File: config.mk
export PLATFORM = sky130hd
export DESIGN_NAME = wtr_fifo
export DESIGN_NICKNAME = d
export VERILOG_FILES = /design/src/design/wtr_pkg.sv /design/src/design/wtr_fifo.sv
export SDC_FILE = /design/constraint.sdc
export NUM_CORES = 1
export LEC_CHECK = 0
export BUFFER_PORTS_ARGS = -buffer_cell sky130_fd_sc_hd__buf_2
export CAP_MARGIN = 20
export CORE_MARGIN = 1.5
export CORE_UTILIZATION = 25
export DETAILED_ROUTE_END_ITERATION = 6
export HOLD_SLACK_MARGIN = 0.1
export RECOVER_POWER = 25
export SLEW_MARGIN = 20
export SYNTH_ARGS = -nofsm -noshare
export SYNTH_HDL_FRONTEND = slang
export SYNTH_SLANG_ARGS = --single-unit
export TNS_END_PERCENT = 20
File: constraint.sdc
create_clock -name clk -period 2.9 [get_ports clk]
set_input_delay 0.29 -clock clk [delete_from_list [all_inputs] [get_ports clk]]
set_output_delay 0.29 -clock clk [all_outputs]
set_load 0.02 [all_outputs]
File: src/design/wtr_pkg.sv
// ----------------------------------------------------------------------------
// wtr_pkg: shared definitions for the wavelength to RGB color mapper
// Widths, segment constants, divider reciprocals, the gamma table and the
// work item that the front end hands to the back end.
// ----------------------------------------------------------------------------
`default_nettype none

package wtr_pkg;

  // Gamma table geometry.
  localparam int GAMMA_INDEX_BITS = 10;
  localparam int GAMMA_SIZE       = (1 << GAMMA_INDEX_BITS) + 1;
  localparam int GAMMA_AW         = GAMMA_INDEX_BITS + 1;

  // Field widths.
  localparam int WL_W    = 16;  // wavelength, 6 fraction bits
  localparam int LEVEL_W = 8;   // channel level
  localparam int FRAC_W  = 17;  // Q16 fraction including 1.0
  localparam int DIST_W  = 13;  // offset into a segment, up to 6720
  localparam int ATT_W   = 17;  // attenuation numerator, up to 67193
  localparam int REV_W   = 12;  // remaining violet span, up to 3840
  localparam int NUM_W   = 28;  // dividend of the channel fraction
  localparam int RECIP_W = 32;
  localparam int PROD_W  = NUM_W + RECIP_W;
  localparam int SHIFT_W = 6;

  localparam logic [FRAC_W-1:0] ONE_Q16 = FRAC_W'(65536);

  // Segment knees in 1/64 nm.
  localparam logic [WL_W-1:0] NM_380 = WL_W'(380 * 64);
  localparam logic [WL_W-1:0] NM_440 = WL_W'(440 * 64);
  localparam logic [WL_W-1:0] NM_490 = WL_W'(490 * 64);
  localparam logic [WL_W-1:0] NM_510 = WL_W'(510 * 64);
  localparam logic [WL_W-1:0] NM_580 = WL_W'(580 * 64);
  localparam logic [WL_W-1:0] NM_645 = WL_W'(645 * 64);
  localparam logic [WL_W-1:0] NM_750 = WL_W'(750 * 64);

  localparam logic [DIST_W-1:0] VIO_SPAN     = DIST_W'(3840);
  localparam logic [ATT_W-1:0]  ATT_BASE_VIO = ATT_W'(3 * 3840);
  localparam logic [ATT_W-1:0]  ATT_BASE_RED = ATT_W'(3 * 6720);

  // Each fraction round(num * 65536 / den) is rewritten as
  // floor((num << SH + BIAS) / DEN) with the power of two taken out of den.
  localparam int SH_VIO_B    = 7;
  localparam int SH_GRN_RISE = 9;
  localparam int SH_BLU_FALL = 8;
  localparam int SH_RED_RISE = 9;
  localparam int SH_GRN_FALL = 10;
  localparam int SH_DEEP_RED = 9;

  localparam logic [NUM_W-1:0] BIAS_VIO_R    = NUM_W'(1125);
  localparam logic [NUM_W-1:0] BIAS_VIO_B    = NUM_W'(37);
  localparam logic [NUM_W-1:0] BIAS_GRN_RISE = NUM_W'(12);
  localparam logic [NUM_W-1:0] BIAS_BLU_FALL = NUM_W'(2);
  localparam logic [NUM_W-1:0] BIAS_RED_RISE = NUM_W'(17);
  localparam logic [NUM_W-1:0] BIAS_GRN_FALL = NUM_W'(32);
  localparam logic [NUM_W-1:0] BIAS_DEEP_RED = NUM_W'(262);

  localparam int DEN_VIO_B    = 75;
  localparam int DEN_VIO_R    = 2250;
  localparam int DEN_GRN_RISE = 25;
  localparam int DEN_BLU_FALL = 5;
  localparam int DEN_RED_RISE = 35;
  localparam int DEN_GRN_FALL = 65;
  localparam int DEN_DEEP_RED = 525;

  // Reciprocals ceil(2^s / den) with s = 31 + clog2(den). The error term is
  // below den, so the quotient is exact for any dividend below 2^31.
  localparam int SHIFT_VIO_B    = 31 + $clog2(DEN_VIO_B);
  localparam int SHIFT_VIO_R    = 31 + $clog2(DEN_VIO_R);
  localparam int SHIFT_GRN_RISE = 31 + $clog2(DEN_GRN_RISE);
  localparam int SHIFT_BLU_FALL = 31 + $clog2(DEN_BLU_FALL);
  localparam int SHIFT_RED_RISE = 31 + $clog2(DEN_RED_RISE);
  localparam int SHIFT_GRN_FALL = 31 + $clog2(DEN_GRN_FALL);
  localparam int SHIFT_DEEP_RED = 31 + $clog2(DEN_DEEP_RED);

  localparam logic [RECIP_W-1:0] RECIP_VIO_B =
      RECIP_W'(((64'd1 << SHIFT_VIO_B) / DEN_VIO_B) + 64'd1);
  localparam logic [RECIP_W-1:0] RECIP_VIO_R =
      RECIP_W'(((64'd1 << SHIFT_VIO_R) / DEN_VIO_R) + 64'd1);
  localparam logic [RECIP_W-1:0] RECIP_GRN_RISE =
      RECIP_W'(((64'd1 << SHIFT_GRN_RISE) / DEN_GRN_RISE) + 64'd1);
  localparam logic [RECIP_W-1:0] RECIP_BLU_FALL =
      RECIP_W'(((64'd1 << SHIFT_BLU_FALL) / DEN_BLU_FALL) + 64'd1);
  localparam logic [RECIP_W-1:0] RECIP_RED_RISE =
      RECIP_W'(((64'd1 << SHIFT_RED_RISE) / DEN_RED_RISE) + 64'd1);
  localparam logic [RECIP_W-1:0] RECIP_GRN_FALL =
      RECIP_W'(((64'd1 << SHIFT_GRN_FALL) / DEN_GRN_FALL) + 64'd1);
  localparam logic [RECIP_W-1:0] RECIP_DEEP_RED =
      RECIP_W'(((64'd1 << SHIFT_DEEP_RED) / DEN_DEEP_RED) + 64'd1);

  // Work queue geometry.
  localparam int QUEUE_DEPTH = 4;
  localparam int QUEUE_AW    = $clog2(QUEUE_DEPTH);
  localparam int QUEUE_CW    = $clog2(QUEUE_DEPTH + 1);

  typedef enum logic [1:0] {
    CH_ZERO,
    CH_FULL,
    CH_CALC
  } ch_kind_t;

  typedef enum logic [2:0] {
    DIV_VIO_B,
    DIV_VIO_R,
    DIV_GRN_RISE,
    DIV_BLU_FALL,
    DIV_RED_RISE,
    DIV_GRN_FALL,
    DIV_DEEP_RED
  } div_sel_t;

  typedef struct packed {
    ch_kind_t         kind;
    div_sel_t         div;
    logic [NUM_W-1:0] num;
  } chan_op_t;

  typedef struct packed {
    logic     vis;
    chan_op_t red;
    chan_op_t green;
    chan_op_t blue;
  } work_t;

  // True when round(255 * (k / 2^B)^0.8) reaches the given level, compared
  // exactly as (2L-1)^5 * 2^(4B) <= 510^5 * k^4.
  function automatic logic gamma_reaches(input int level, input int k);
    logic [127:0] lhs;
    logic [127:0] rhs;
    logic [127:0] m;
    lhs = 128'd1;
    rhs = 128'd1;
    m   = 128'(2 * level - 1);
    for (int i = 0; i < 5; i++) begin
      lhs = lhs * m;
      rhs = rhs * 128'd510;
    end
    lhs = lhs << (4 * GAMMA_INDEX_BITS);
    for (int i = 0; i < 4; i++) begin
      rhs = rhs * 128'(k);
    end
    return lhs <= rhs;
  endfunction

  function automatic logic [GAMMA_SIZE*LEVEL_W-1:0] build_gamma();
    logic [GAMMA_SIZE*LEVEL_W-1:0] tab;
    int level;
    tab   = '0;
    level = 0;
    for (int k = 0; k < GAMMA_SIZE; k++) begin
      while (level < 255 && gamma_reaches(level + 1, k)) begin
        level++;
      end
      tab[LEVEL_W*k +: LEVEL_W] = LEVEL_W'(level);
    end
    return tab;
  endfunction

  localparam logic [GAMMA_SIZE*LEVEL_W-1:0] GAMMA_TABLE = build_gamma();

endpackage

`default_nettype wire

File: src/design/wtr_fifo.sv
// ----------------------------------------------------------------------------
// wtr_fifo: work queue between classifier and evaluator
// A short register queue so that either side can stall on its own.
// ----------------------------------------------------------------------------
`default_nettype none

module wtr_fifo (
  input  logic           clk,
  input  logic           rst,
  input  logic           in_valid,
  output logic           in_ready,
  input  wtr_pkg::work_t in_work,
  output logic           out_valid,
  input  logic           out_ready,
  output wtr_pkg::work_t out_work
);

  wtr_pkg::work_t                 mem [wtr_pkg::QUEUE_DEPTH];
  logic [wtr_pkg::QUEUE_AW-1:0]   wr_ptr;
  logic [wtr_pkg::QUEUE_AW-1:0]   rd_ptr;
  logic [wtr_pkg::QUEUE_CW-1:0]   count;
  logic                           push;
  logic                           pop;

  assign in_ready  = (count != wtr_pkg::QUEUE_CW'(wtr_pkg::QUEUE_DEPTH));
  assign out_valid = (count != '0);
  assign out_work  = mem[rd_ptr];
  assign push      = in_valid && in_ready;
  assign pop       = out_valid && out_ready;

  function automatic logic [wtr_pkg::QUEUE_AW-1:0] wrap_inc(
      input logic [wtr_pkg::QUEUE_AW-1:0] ptr);
    if (ptr == wtr_pkg::QUEUE_AW'(wtr_pkg::QUEUE_DEPTH - 1)) begin
      return '0;
    end
    return ptr + 1'b1;
  endfunction

  always_ff @(posedge clk) begin
    if (rst) begin
      wr_ptr <= '0;
      rd_ptr <= '0;
      count  <= '0;
    end else begin
      if (push) begin
        wr_ptr <= wrap_inc(wr_ptr);
      end
      if (pop) begin
        rd_ptr <= wrap_inc(rd_ptr);
      end
      case ({push, pop})
        2'b10:   count <= count + 1'b1;
        2'b01:   count <= count - 1'b1;
        default: count <= count;
      endcase
    end
  end

  always_ff @(posedge clk) begin
    if (push) begin
      mem[wr_ptr] <= in_work;
    end
  end

endmodule

`default_nettype wire

# Yosys cells after proc, flatten, opt, wreduce, memory -nomap -nowiden
# Memories as Yosys holds them, arrays and structs flattened. A register that Yosys moved wholly into a read port is not among the register bits.
# Index checks and enable logic that the tools add are counted.
dict set report totals {
  out_inout_bits 102
  ff_bits 7
  elab_cells 32
  in_bits 104
  mem_bits_rw 400
  mem_count 1
}
dict set report classes {
  n_addsub 4
  eq_ne 5
  mux 15
  reduce_logical 4
}
# memory words word_bits read_ports rd_ports_with_merged_regs write_ports line
set memory_table {}
lappend memory_table {mem 4 100 1 1 1 wtr_fifo.sv:18} ;# wtr_pkg::work_t mem [wtr_pkg::QUEUE_DEPTH];
# op count
set op_table {}
lappend op_table {{2-to-1 mux 2 bit} 6}
lappend op_table {{2-to-1 mux 1 bit} 8}
lappend op_table {{== test 2 bit (second input constant)} 3}
lappend op_table {{case mux 3 bit (2 select lines)} 1}
lappend op_table {{adder 2 x 1 -> 2 bit (second input constant)} 2}
lappend op_table {{adder 3 x 1 -> 3 bit (second input constant)} 1}
lappend op_table {{!= test 3 bit (second input constant)} 1}
lappend op_table {{nonzero test 3 bit} 1}
lappend op_table {{subtractor 3 x 1 -> 3 bit (second input constant)} 1}
lappend op_table {{== test 2 x 1 -> 1 bit (second input constant)} 1}
lappend op_table {{logical AND 1 bit} 2}
lappend op_table {{nonzero test 2 bit} 1}

# Logic depth before layout (Yosys ltp)
# Gate-level depths: netlist of the first run.
dict set report depth {
  ltp_word 7
  depth_mapped 9
  mapped_depth_nobuf 8
}

# Least setup slack after synthesis of the first run
# OpenSTA, ideal clock, no wires.
dict set report synth_path {
  kind {reg2reg}
  from {register count[0] (netlist name)}
  to {memory mem[0][0] (netlist name) (enable)}
  n_path_buf 1
  period_less_slack_ns 2.351
  required_ns 2.486
  path_stages_with_launch 4
  path_slack_ns 0.549
  setup_ns 0.414
  arrival_time_ns 1.937
  path_cell_list {dfxtp_1 > or3b_1 > buf_6 > and3_2}
}
dict set report synth_via {
  elab_chain_len 4
}
# item line
set synth_rtl {}
lappend synth_rtl {{from (decl)} wtr_fifo.sv:21} ;# logic [wtr_pkg::QUEUE_CW-1:0] count;
lappend synth_rtl {{from (signal assigned)} wtr_fifo.sv:52} ;# 2'b10: count <= count + 1'b1;
lappend synth_rtl {{from (signal assigned)} wtr_fifo.sv:53} ;# 2'b01: count <= count - 1'b1;
lappend synth_rtl {{from (signal assigned)} wtr_fifo.sv:54} ;# default: count <= count;
lappend synth_rtl {{!= test 3 bit} wtr_fifo.sv:25} ;# assign in_ready = (count != wtr_pkg::QUEUE_CW'(wtr_pkg::QUEUE_DEPTH));
lappend synth_rtl {{net in_ready} wtr_fifo.sv:11} ;# output logic in_ready,
lappend synth_rtl {{logical AND 1 bit} wtr_fifo.sv:28} ;# assign push = in_valid && in_ready;
lappend synth_rtl {{2-to-1 mux 1 bit} wtr_fifo.sv:60} ;# if (push) begin
lappend synth_rtl {{2-to-1 mux 1 bit (implied by the code)} wtr_fifo.sv:61} ;# mem[wr_ptr] <= in_work;
lappend synth_rtl {{to (decl)} wtr_fifo.sv:18}
# The timed path passes the listed nets, and every way through them passes these cells.

==> metrics, run 1 <==
Post-Synthesis Cell Area=roughly 0.015 mm²; wire length of the first global-routing pass=46730 µm; Yosys warnings=0; area of the core region=0.05891 mm²; global placer's final weighted congestion=0.6678; length in cells of the worst reg-to-reg path=8; count of final hold-check violations=0; diodes inserted=0; Distinct cells, synth=26; clock slew seen by the registers of the worst setup and hold paths=60 ps; buffer depth of the longest clock path=3; Setup-failing EPs final=0; pin count of the biggest net entering global routing=slightly below 60; fin crit period=2657 ps; DRC violations left=0; met3 WL post-DR=~2100 µm; net count of the mapped netlist=685; arrival time reported for the critical path endpoint=~2400 ps; Worst path max stage delay=700 ps; startpoint of the most critical hold path=rd_ptr[0]$_SDFFE_PP0P_; number of buffers created by CTS=45; proportion of synthesized area in mux cells=15.26%; complex-gate fraction of the synthesized area=0.3026%; worst hold path class=flop to flop; leading cell types in the layout, fill and taps excluded=400 x sky130_fd_sc_hd__edfxtp_1, 141 x sky130_fd_sc_hd__buf_2, 103 x sky130_fd_sc_hd__dlygate4sd3_1, 100 x sky130_fd_sc_hd__mux4_2, 72 x sky130_fd_sc_hd__clkbuf_1; fraction of layout instances using a drive strength above 1=35.03%; Static Leakage=0.006334 µW; clock tree from TritonCTS=built; WP data required=about 2600 ps; via count=7142; number of top-level pins=206; kind of cell with the highest combined delay on the critical path=flip-flops; vias in the first global route=7978; Final nets=between 1000 and 1500; endpoint of the lowest-slack register-to-register path=count[2]$_SDFFE_PP0P_; number of post-CTS setup repair buffers=0; root cell of the clock tree=sky130_fd_sc_hd__clkbuf_16; Setup crit end kind=primary output; total of buffers placed on input and output ports=205; # Max-Cap Violations=0; headroom to the max-slew limit=59.24%; share of synthesized registers carrying an async set or reset=0%; # H-tree levels=2; aggregate global routing overflow=0; xor and xnor area share after synthesis=0.1177%; reg-to-reg critical path startpoint=count[2]$_SDFFE_PP0P_; maximum clock frequency=376.3 MHz; Post-synth EDFFs=400; worst clock skew on the final layout=around 13 ps; highest layer used for signal routing=met5; crit start category=flop; routed length on met1=13390 µm; FF+latch count, synth=409; RSZ-0062 raised after global routing=no; post-route antenna net violation count=0; floorplan row count=between 80 and 90; Total Die Area=0.06101 mm²; highest fanout seen on the critical path=22; slowest cell on the critical path=sky130_fd_sc_hd__dfxtp_4; share of the yosys chip area belonging to registers=81.90%; clock sink count=~410; met2 layer wire length in the routed design=14900 µm; wirelength, routed=31100 µm; combinational family with the most area after synthesis=multiplexers; number of detailed-route iterations in the first pass=6; most common library cell in the layout ignoring fill and taps=sky130_fd_sc_hd__edfxtp_1; simple-gate portion of the synthesized area=0.6977%; result of the run=completed; clock latency at the later pin of the worst-skew pair=550 ps; worst-case setup margin in the final layout=242.6 ps; Via density=4.116; area growth from synthesis to final layout=30.89%; post-placement setup slack=466.5 ps; FF-to-FF setup slack=450 ps; startpoint-to-endpoint class of the critical path=flop to primary output; average size of a mapped cell=25.93 µm²; worst supply voltage drop on vdd=0.5791 mV; CP cell instances=buf_4 > mux4_2 > buf_2; initial antenna violation count=3; Worst Tran Pin Value=around 610 ps; post-synthesis instance total=around 570; number of DRC markers after the initial detailed-route iteration=366; pwr/cell area=approximately 850 mW/mm²; initial core utilization=25.27%; DP Wirelength=18280 µm; Final Max Tran Viols=0; final routed wire length divided by cell count=around 18 µm; fin crit share=91.63%; total negative slack=0 ps; number of buffer and inverter stages on the critical path=2; main flop type after synthesis=sky130_fd_sc_hd__edfxtp_1; die boundary width=247.0 µm; floorplan die height=247.0 µm; cell depth of the worst min-delay path=2; post-synthesis share of cell area spent on full adders, half adders and majority gates=less than 1%; global router's overall resource usage=around a tenth
==> logic make-up after synthesis <==
family,Yosys count
AND/OR/NAND/NOR,17
adder cells (fa/ha/maj),7
XOR/XNOR,2
multiplexers,102
flip-flops,409
AO/OA/AOI/OAI,7
buffers and inverters,30
==> tightest hold or removal path: stages (launching register included) <==
cell,delay (ps)
sky130_fd_sc_hd__dfxtp_1,320
sky130_fd_sc_hd__nand2_1,60
sky130_fd_sc_hd__a21oi_1,70
==> flip-flops by register name (all words and copies together), names as in the netlist, named ones only <==
register / count
rd_ptr: 2
mem: 400
count: 3
wr_ptr: 2
==> cell usage after synthesis (2+ instances only) <==
library cell                 n  area, µm²
sky130_fd_sc_hd__a21oi_1     3      15.01
sky130_fd_sc_hd__mux4_2    100       2252
sky130_fd_sc_hd__clkbuf_1   10      37.54
sky130_fd_sc_hd__buf_2       2      10.01
sky130_fd_sc_hd__nor2_1      4      15.01
sky130_fd_sc_hd__or3_1       2      12.51
sky130_fd_sc_hd__and3_2      4      30.03
sky130_fd_sc_hd__dfxtp_1     9      180.2
sky130_fd_sc_hd__edfxtp_1  400      12010
sky130_fd_sc_hd__or3_2       2      15.01
sky130_fd_sc_hd__nand2b_1    2      12.51
sky130_fd_sc_hd__inv_1       6      22.52
sky130_fd_sc_hd__xor2_1      2      17.52
sky130_fd_sc_hd__buf_4      10      75.07
sky130_fd_sc_hd__mux2i_1     2      20.02
sky130_fd_sc_hd__ha_1        6      75.07
==> per-stage QoR <==
stage               power (µW)  area (µm²)  hold slack, ps  util, %  cells
CTS                      16900       19560           432.9    33.21   1735
global placement         11010       17060           463.9    28.97   1548
global route             17340       19480           494.5    33.07   1735
floorplan                 9764       14890           388.9        -    574
finish                   16570       19480           500.3    33.07   1735
detailed placement       11070       17060           489.4    28.97   1548
==> per-layer routing <==
metal / vias up / global-route usage [%]
met4: 4 / 3.085
met5: - / 0
met3: 53 / 3.256
met2: 188 / 16.77
li1: 3186 / -
met1: 3711 / 12.83
==> worst max-delay path by stage <==
stage	cells after the start	end	slack, ps	start
floorplan	3	mem[0][0]$_DFFE_PP_	550	count[0]$_SDFFE_PP0P_
global placement	8	count[2]$_SDFFE_PP0P_	550	count[2]$_SDFFE_PP0P_
detailed placement	8	count[2]$_SDFFE_PP0P_	470	count[2]$_SDFFE_PP0P_
CTS	3	out_work[36]	100	flop
global route	3	out_work[35]	40	flop
finish	3	out_work[54]	240	flop
==> area by class of cell <==
type | instances | area [µm²]
fill | 5542 | 39420
multi-input combinational | 135 | 2549
tap | 773 | 967.2
clock buffer | 55 | 1206
timing repair buffer | 328 | 2277
clock inverter | 29 | 262.8
inverter | 6 | 22.52
sequential | 409 | 12200
==> power breakdown <==
group | internal (µW) | switching (µW) | total [µW]
registers | 7100 | 221 | 7320
clock network | 3330 | 2300 | 5630
logic | 1570 | 2040 | 3620
==> repair_timing <==
action | in CTS | in global routing
gates resized for setup | 0 | 0
hold buffers | 103 | 0
endpoints found under the hold margin | 409 | 0
setup endpoints to repair | 0 | 0
No activity file was read; power rests on OpenSTA's default activity.
==> run 2: changes to the inputs <==
BUFFER_PORTS_ARGS = -buffer_cell sky130_fd_sc_hd__buf_4   (was -buffer_cell sky130_fd_sc_hd__buf_2)
==> run 2 against run 1 <==
Worst setup slack gained 200 ps. Register-to-register slack barely moved. Fmax up 8.2%. Final cell count fell by 0.46%. Final area increased by 1.1%.
==> metrics, run 2 (synthesized netlist as in run 1, its figures left out) <==
result of the run=completed (unchanged); buffer depth of the longest clock path=3 (unchanged); max reg flops=400 (unchanged); pin count of the biggest net entering global routing=55 (was 59); # H-tree levels=2 (unchanged); arrival time reported for the critical path endpoint=2940 ps (was 2370 ps); biggest regs=mem: 400 flops, count: 3 flops (unchanged); number of post-CTS setup repair buffers=0 (unchanged); highest fanout seen on the critical path=7 (was 22); total of buffers placed on input and output ports=205 (unchanged); Clock power frac=31.5% (was 34.0%); wire length of the first global-routing pass=46460 µm (was 46730 µm); endpoint of the lowest-slack register-to-register path=count[2]$_SDFFE_PP0P_ (unchanged); root cell of the clock tree=sky130_fd_sc_hd__clkbuf_16 (unchanged); most common library cell in the layout ignoring fill and taps=sky130_fd_sc_hd__edfxtp_1 (unchanged); fill cell instance count of the final layout=5615 (was 5542); crit start category=flop (unchanged); post-route antenna net violation count=0 (unchanged); count of final hold-check violations=0 (unchanged); clock sink count=409 (unchanged); Setup-failing EPs final=0 (unchanged); # Max-Cap Violations=0 (unchanged); final routed wire length divided by cell count=17.64 µm (was 17.93 µm); total negative slack=0 ps (unchanged); Via density=4.140 (was 4.116); net switching power of the design=4521 µW (was 4561 µW); worst clock skew on the final layout=14.34 ps (was 13.19 ps); Worst Tran Pin Value=556.0 ps (was 611.3 ps); worst hold path class=input pin to flop (was flop to flop); share of total power in combinational logic=24.5% (was 21.8%); fraction of layout instances using a drive strength above 1=35.05% (was 35.03%); die boundary width=247.0 µm (unchanged); leading cell types in the layout, fill and taps excluded=400 x sky130_fd_sc_hd__edfxtp_1, 148 x sky130_fd_sc_hd__buf_4, 102 x sky130_fd_sc_hd__dlygate4sd3_1, 100 x sky130_fd_sc_hd__mux4_2, 67 x sky130_fd_sc_hd__clkbuf_1 (was 400 x sky130_fd_sc_hd__edfxtp_1, 141 x sky130_fd_sc_hd__buf_2, 103 x sky130_fd_sc_hd__dlygate4sd3_1, 100 x sky130_fd_sc_hd__mux4_2, 72 x sky130_fd_sc_hd__clkbuf_1); total power after layout=16460 µW (was 16570 µW); FF-to-FF setup slack=440 ps (was 450 ps); aggregate global routing overflow=0 (unchanged); initial antenna violation count=3 (unchanged); internal power of the cells=11940 µW (was 12010 µW); global placer's final weighted congestion=0.6731 (was 0.6678); startpoint-to-endpoint class of the critical path=flop to flop (was flop to primary output); clock latency at the later pin of the worst-skew pair=550 ps (about the same); Switching Share=27.46% (was 27.53%); DRC violations left=0 (unchanged); vias in the first global route=7935 (was 7978); fin crit period=2455 ps (was 2657 ps); Worst Hold Margin=150.7 ps (was 500.3 ps); RSZ-0062 raised after global routing=no (unchanged); initial core utilization=25.27% (unchanged); pwr/cell area=835.8 mW/mm² (was 850.4 mW/mm²); number of buffers created by CTS=45 (unchanged); floorplan die height=247.0 µm (unchanged); area growth from synthesis to final layout=32.32% (was 30.89%); area of the core region=0.05891 mm² (unchanged); number of detailed-route iterations in the first pass=4 (was 6); headroom to the max-slew limit=62.62% (was 59.24%); Final nets=1031 (was 1036); WP data required=3380 ps (was 2610 ps); maximum clock frequency=407.3 MHz (was 376.3 MHz); summed area of non-filler cells in the final layout=0.01970 mm² (was 0.01948 mm²); global router's overall resource usage=10.11% (was 10.22%); fin crit share=84.66% (was 91.63%); clock tree from TritonCTS=built (unchanged); Static Leakage=0.006372 µW (was 0.006334 µW); clock slew seen by the registers of the worst setup and hold paths=60 ps (about the same); wirelength, routed=30460 µm (was 31100 µm); Setup crit end kind=flop (was primary output); DP Wirelength=17880 µm (was 18280 µm); critical path startpoint=count[2]$_SDFFE_PP0P_; number of top-level pins=206 (unchanged); via count=7149 (was 7142); length in cells of the worst reg-to-reg path=8 (unchanged); reg-to-reg critical path startpoint=count[2]$_SDFFE_PP0P_ (unchanged); number of DRC markers after the initial detailed-route iteration=269 (was 366); timing endpoint of the critical path=count[2]$_SDFFE_PP0P_ (was out_work[54]); Final Max Tran Viols=0 (unchanged); startpoint of the most critical hold path=out_ready (was rd_ptr[0]$_SDFFE_PP0P_); largest reg by FF count=mem (unchanged); sequential share of power=44.0% (was 44.2%); area after detailed placement=0.01756 mm² (was 0.01706 mm²); worst supply voltage drop on vdd=0.5099 mV (was 0.5791 mV); Total Die Area=0.06101 mm² (unchanged); floorplan row count=89 (unchanged)
[run 2: how the worst min path moves through the flow]
stage	endpoint	slack, ps	depth (start not counted)
finish	flop	150	4
global route	flop	140	4
CTS	flop	110	4
detailed placement	flop	490	2
global placement	flop	470	2
floorplan	mem[0][0]$_DFFE_PP_	390	0
[run 2: what timing repair did]
item                                    in CTS  in global routing
endpoints found under the setup margin       0                  0
hold buffers                               102                  0
resized for setup                            0                  0
hold endpoints to repair                   409                  0
[run 2: cell type report]
type	instances	area, µm²	share of cell area [%]
Antenna cell	1	2.502	0.01270
Clock buffer	52	1152	5.851
Clock inverter	28	186.4	0.9465
Inverter	6	22.52	0.1143
Multi-Input combinational cell	135	2549	12.94
Sequential cell	409	12200	61.94
Tap cell	773	967.2	4.910
Timing Repair Buffer	323	2618	13.29
[run 2: critical path, stage by stage (launching register included)]
cell                      delay, ps
sky130_fd_sc_hd__dfxtp_1        370
sky130_fd_sc_hd__or3b_1         490
sky130_fd_sc_hd__nand2_2        150
sky130_fd_sc_hd__ha_1           200
sky130_fd_sc_hd__inv_1           70
sky130_fd_sc_hd__fa_1           400
sky130_fd_sc_hd__xor2_1         170
sky130_fd_sc_hd__or3_2          410
sky130_fd_sc_hd__a21oi_1        130
[run 2: power by group through the flow]
stage	combinational (µW)	sequential [µW]	clock, µW
final	4040	7240	5180
after global routing	4350	7290	5590
after CTS	4180	7250	5400
after detailed placement	4050	7380	0
after global placement	4040	7340	0
after floorplan	2440	7330	0
[run 2: per-stage QoR]
stage / instances / setup WS (ps) / utilization [%]
5_1_grt: 1726 / 300.4 / 33.43
3_3_place_gp: 1544 / 531.7 / 29.81
4_1_cts: 1726 / 391.4 / 33.81
3_5_place_dp: 1544 / 442.6 / 29.81
2_1_floorplan: 574 / 549.0 / -
6_report: 1727 / 444.8 / 33.44
[run 2: layer usage]
layer  track usage (%)  part of all wire, %
met5                 0                 0.10
met4             3.013                  2.2
met3             3.299                  6.8
met2             16.70                   49
met1             12.58                   42
==> run 3: changes to the inputs <==
ABC_AREA = 1   (was not set)
clock period = 2.45 ns   (was 2.9 ns; I/O delays follow)
==> run 3 against run 2 <==
Combinational power increased by 74%. Synthesized area increased by 3.9%. First-iteration DRC count increased by 130%. Sequential power increased by 19%.
==> metrics, run 3 <==
result of the run=completed (unchanged); Switching Share=32.67% (was 27.46%); Final Max Tran Viols=0 (unchanged); share of total power in combinational logic=30.4% (was 24.5%); floorplan die height=251.7 µm (was 247.0 µm); global router's overall resource usage=11.52% (was 10.11%); initial core utilization=25.47% (was 25.27%); die boundary width=251.7 µm (was 247.0 µm); number of DRC markers after the initial detailed-route iteration=610 (was 269); Post-Synthesis Cell Area=0.01546 mm² (was 0.01489 mm²); net switching power of the design=7529 µW (was 4521 µW); initial antenna violation count=3 (unchanged); average size of a mapped cell=14.91 µm² (was 25.93 µm²); leading cell types in the layout, fill and taps excluded=400 x sky130_fd_sc_hd__edfxtp_1, 205 x sky130_fd_sc_hd__nor2_1, 147 x sky130_fd_sc_hd__buf_4, 104 x sky130_fd_sc_hd__dlygate4sd3_1, 102 x sky130_fd_sc_hd__o21ai_0 (was 400 x sky130_fd_sc_hd__edfxtp_1, 148 x sky130_fd_sc_hd__buf_4, 102 x sky130_fd_sc_hd__dlygate4sd3_1, 100 x sky130_fd_sc_hd__mux4_2, 67 x sky130_fd_sc_hd__clkbuf_1); Clock power frac=32.3% (was 31.5%); number of detailed-route iterations in the first pass=4 (unchanged); maximum clock frequency=around 440 MHz; total of buffers placed on input and output ports=205 (unchanged); kind of cell with the highest combined delay on the critical path=buffers and inverters (was simple AND/OR/NAND/NOR gates); # Max-Cap Violations=0 (unchanged); fin crit share=92.66%; fin crit period=2270 ps; WP data required=2200 ps (was 3380 ps); fill cell instance count of the final layout=5805 (was 5615); startpoint-to-endpoint class of the critical path=flop to primary output (was flop to flop); biggest regs=mem: 400 flops, count: 3 flops (unchanged); area growth from synthesis to final layout=31.74% (was 32.32%); share of synthesized registers carrying an async set or reset=0% (unchanged); root cell of the clock tree=sky130_fd_sc_hd__clkbuf_16 (unchanged); clock sink count=409 (unchanged); clock latency at the later pin of the worst-skew pair=560 ps (was 550 ps); Post-synth EDFFs=400 (unchanged); routing usage on met1=15.31% (was 12.58%); headroom to the max-slew limit=60.08% (was 62.62%); pin count of the biggest net entering global routing=144 (was 55); count of final hold-check violations=0 (unchanged); DRC violations left=0 (unchanged); DP Wirelength=20160 µm (was 17880 µm); largest reg by FF count=mem (unchanged); global routing usage on met2=18.37% (was 16.70%); number of cells on the critical path=4 (was 8); highest fanout seen on the critical path=56 (was 7); arrival time reported for the critical path endpoint=2030 ps (was 2940 ps); clock tree from TritonCTS=built (unchanged); largest cells by area after synthesis=sky130_fd_sc_hd__edfxtp_1 78%, sky130_fd_sc_hd__nor2_1 5.1%, sky130_fd_sc_hd__o22ai_1 4.0% (was sky130_fd_sc_hd__edfxtp_1 81%, sky130_fd_sc_hd__mux4_2 15%, sky130_fd_sc_hd__dfxtp_1 1.2%); max reg flops=400 (unchanged); worst supply voltage drop on vdd=0.7509 mV (was 0.5099 mV); number of buffers created by CTS=46 (was 45); slowest cell on the critical path=sky130_fd_sc_hd__dfxtp_4 (was sky130_fd_sc_hd__or3b_1); number of buffer and inverter stages on the critical path=2 (was 1); main flop type after synthesis=sky130_fd_sc_hd__edfxtp_1 (unchanged); Total Die Area=0.06335 mm² (was 0.06101 mm²); post-synthesis instance total=1037 (was 574); net count of the mapped netlist=1148 (was 685); Setup crit end kind=primary output (was flop); worst clock skew on the final layout=15.59 ps (was 14.34 ps); cell depth of the worst min-delay path=2 (was 4); placed insts=1977 (was 1544); Distinct cells, synth=26 (unchanged); pwr/cell area=1132 mW/mm² (was 835.8 mW/mm²); met3 capacity usage during global routing=3.209% (was 3.299%); post-placement setup slack=606.8 ps (was 442.6 ps); # H-tree levels=2 (unchanged); fraction of layout instances using a drive strength above 1=18.76% (was 35.05%); aggregate global routing overflow=0 (unchanged); FF-to-FF setup slack=640 ps (was 440 ps); worst hold path class=input pin to flop (unchanged); Worst Hold Margin=438.1 ps (was 150.7 ps); cell with the most instances after synthesis=sky130_fd_sc_hd__edfxtp_1 (unchanged); area of the core region=0.06070 mm² (was 0.05891 mm²); share of the yosys chip area belonging to registers=78.85% (was 81.90%); Yosys warnings=0 (unchanged); vias in the first global route=9694 (was 7935); final routed wire length divided by cell count=17.59 µm (was 17.64 µm); summed area of non-filler cells in the final layout=0.02037 mm² (was 0.01970 mm²); most common library cell in the layout ignoring fill and taps=sky130_fd_sc_hd__edfxtp_1 (unchanged); Setup-failing EPs final=0 (unchanged); CP cell instances=clkbuf_8 > o21ai_0 > o22ai_1 > buf_4 (was or3b_1 > nand2_2 > ha_1 > inv_1 > fa_1 > xor2_1 > or3_2 > a21oi_1); Final nets=1459 (was 1031); worst-case setup margin in the final layout=179.8 ps (was 444.8 ps); crit start category=flop (unchanged); buffer depth of the longest clock path=3 (unchanged); clock slew seen by the registers of the worst setup and hold paths=60 ps (about the same); RSZ-0062 raised after global routing=yes (was no); internal power of the cells=15520 µW (was 11940 µW); non-filler cells in the finished layout=2170 (was 1727); floorplan row count=90 (was 89); length in cells of the worst reg-to-reg path=12 (was 8); most frequent cells after synthesis=400 x sky130_fd_sc_hd__edfxtp_1, 210 x sky130_fd_sc_hd__nor2_1, 102 x sky130_fd_sc_hd__o21ai_0 (was 400 x sky130_fd_sc_hd__edfxtp_1, 100 x sky130_fd_sc_hd__mux4_2, 10 x sky130_fd_sc_hd__buf_4, 10 x sky130_fd_sc_hd__clkbuf_1, 9 x sky130_fd_sc_hd__dfxtp_1); area after detailed placement=0.01783 mm² (was 0.01756 mm²); global placer's final weighted congestion=0.7340 (was 0.6731); Static Leakage=0.006948 µW (was 0.006372 µW); sequential share of power=37.3% (was 44.0%); number of top-level pins=206 (unchanged); Worst Tran Pin Value=598.7 ps (was 556.0 ps); Via density=4.461 (was 4.140); via count=9680 (was 7149); wirelength, routed=38170 µm (was 30460 µm); FF+latch count, synth=409 (unchanged); busiest grt layer=met2 (unchanged); post-route antenna net violation count=0 (unchanged); Worst path max stage delay=440 ps (was 490 ps); area share of the leading cell type in the synthesized netlist=77.69% (was 80.69%); total negative slack=0 ps (unchanged); wire length of the first global-routing pass=56300 µm (was 46460 µm); cell accounting for the most synthesized area=sky130_fd_sc_hd__edfxtp_1 (unchanged)
run 3: changes by cell type in the layout (fill, tap and decap cells not counted), moves of 11 or more:
| cell | delta |
|---|---|
| sky130_fd_sc_hd__nor2_1 | +201 |
| sky130_fd_sc_hd__mux4_2 | -100 |
| sky130_fd_sc_hd__o21ai_0 | +101 |
| sky130_fd_sc_hd__nand2_1 | +11 |
| sky130_fd_sc_hd__o21ai_1 | +96 |
| sky130_fd_sc_hd__o22ai_1 | +98 |
run 3: cells by family after synthesis:
family,count (synthesis),synth area share (%)
compound gates,307,10.92
fa+ha+maj,7,0.6150
buf+inv,83,3.884
flops,409,78.85
simple gates,231,5.721
run 3: power groups by stage:
stage          clock, µW  combinational (µW)  sequential [µW]
2_1_floorplan          0                4230             8690
3_3_place_gp           0                6820             8720
3_5_place_dp           0                6880             8740
4_1_cts             7650                7070             8600
5_1_grt             7910                7570             8660
6_report            7430                7010             8600
run 3: worst paths after layout:
check,start,end
setup / recovery,flop,out_work[32]
hold / removal,in_work[48],mem[1][48]$_DFFE_PP_
setup reg to reg,count[1]$_SDFFE_PP0P_,count[2]$_SDFFE_PP0P_
hold reg to reg,count[0]$_SDFFE_PP0P_,count[0]$_SDFFE_PP0P_
run 3: metrics by stage:
stage	power, µW	utilization, %
after floorplan	12920	-
after global placement	15540	29.37
after detailed placement	15620	29.37
after CTS	23320	33.86
after global routing	24140	33.55
final	23050	33.56
run 3: repair_timing:
| item | CTS | global route |
|---|---|---|
| hold buffers | 104 | 0 |
| cloned | 0 | 1 |
| endpoints found under the setup margin | 5 | 11 |
| resized for setup | 4 | 3 |
| hold endpoints to repair | 409 | 0 |
| setup buffers | 0 | 0 |
| pin swaps | 0 | 0 |
run 3: routing by layer:
layer,up-vias,wire length [µm]
met1,4838,17170
met2,244,17890
met3,47,2372
met4,2,733
li1,4549,-
met5,-,7
run 3: layout make-up:
class                      count  area, µm²  share of cell area (%)
tap                          782      978.4                   4.804
clock inverter                33      420.4                   2.064
inverter                      18      81.33                  0.3993
timing repair buffer         328       2715                   13.33
sequential                   409      12200                   59.91
multi-input combinational    545       2725                   13.38
antenna                        2      5.005                 0.02457
clock buffer                  53       1241                   6.094
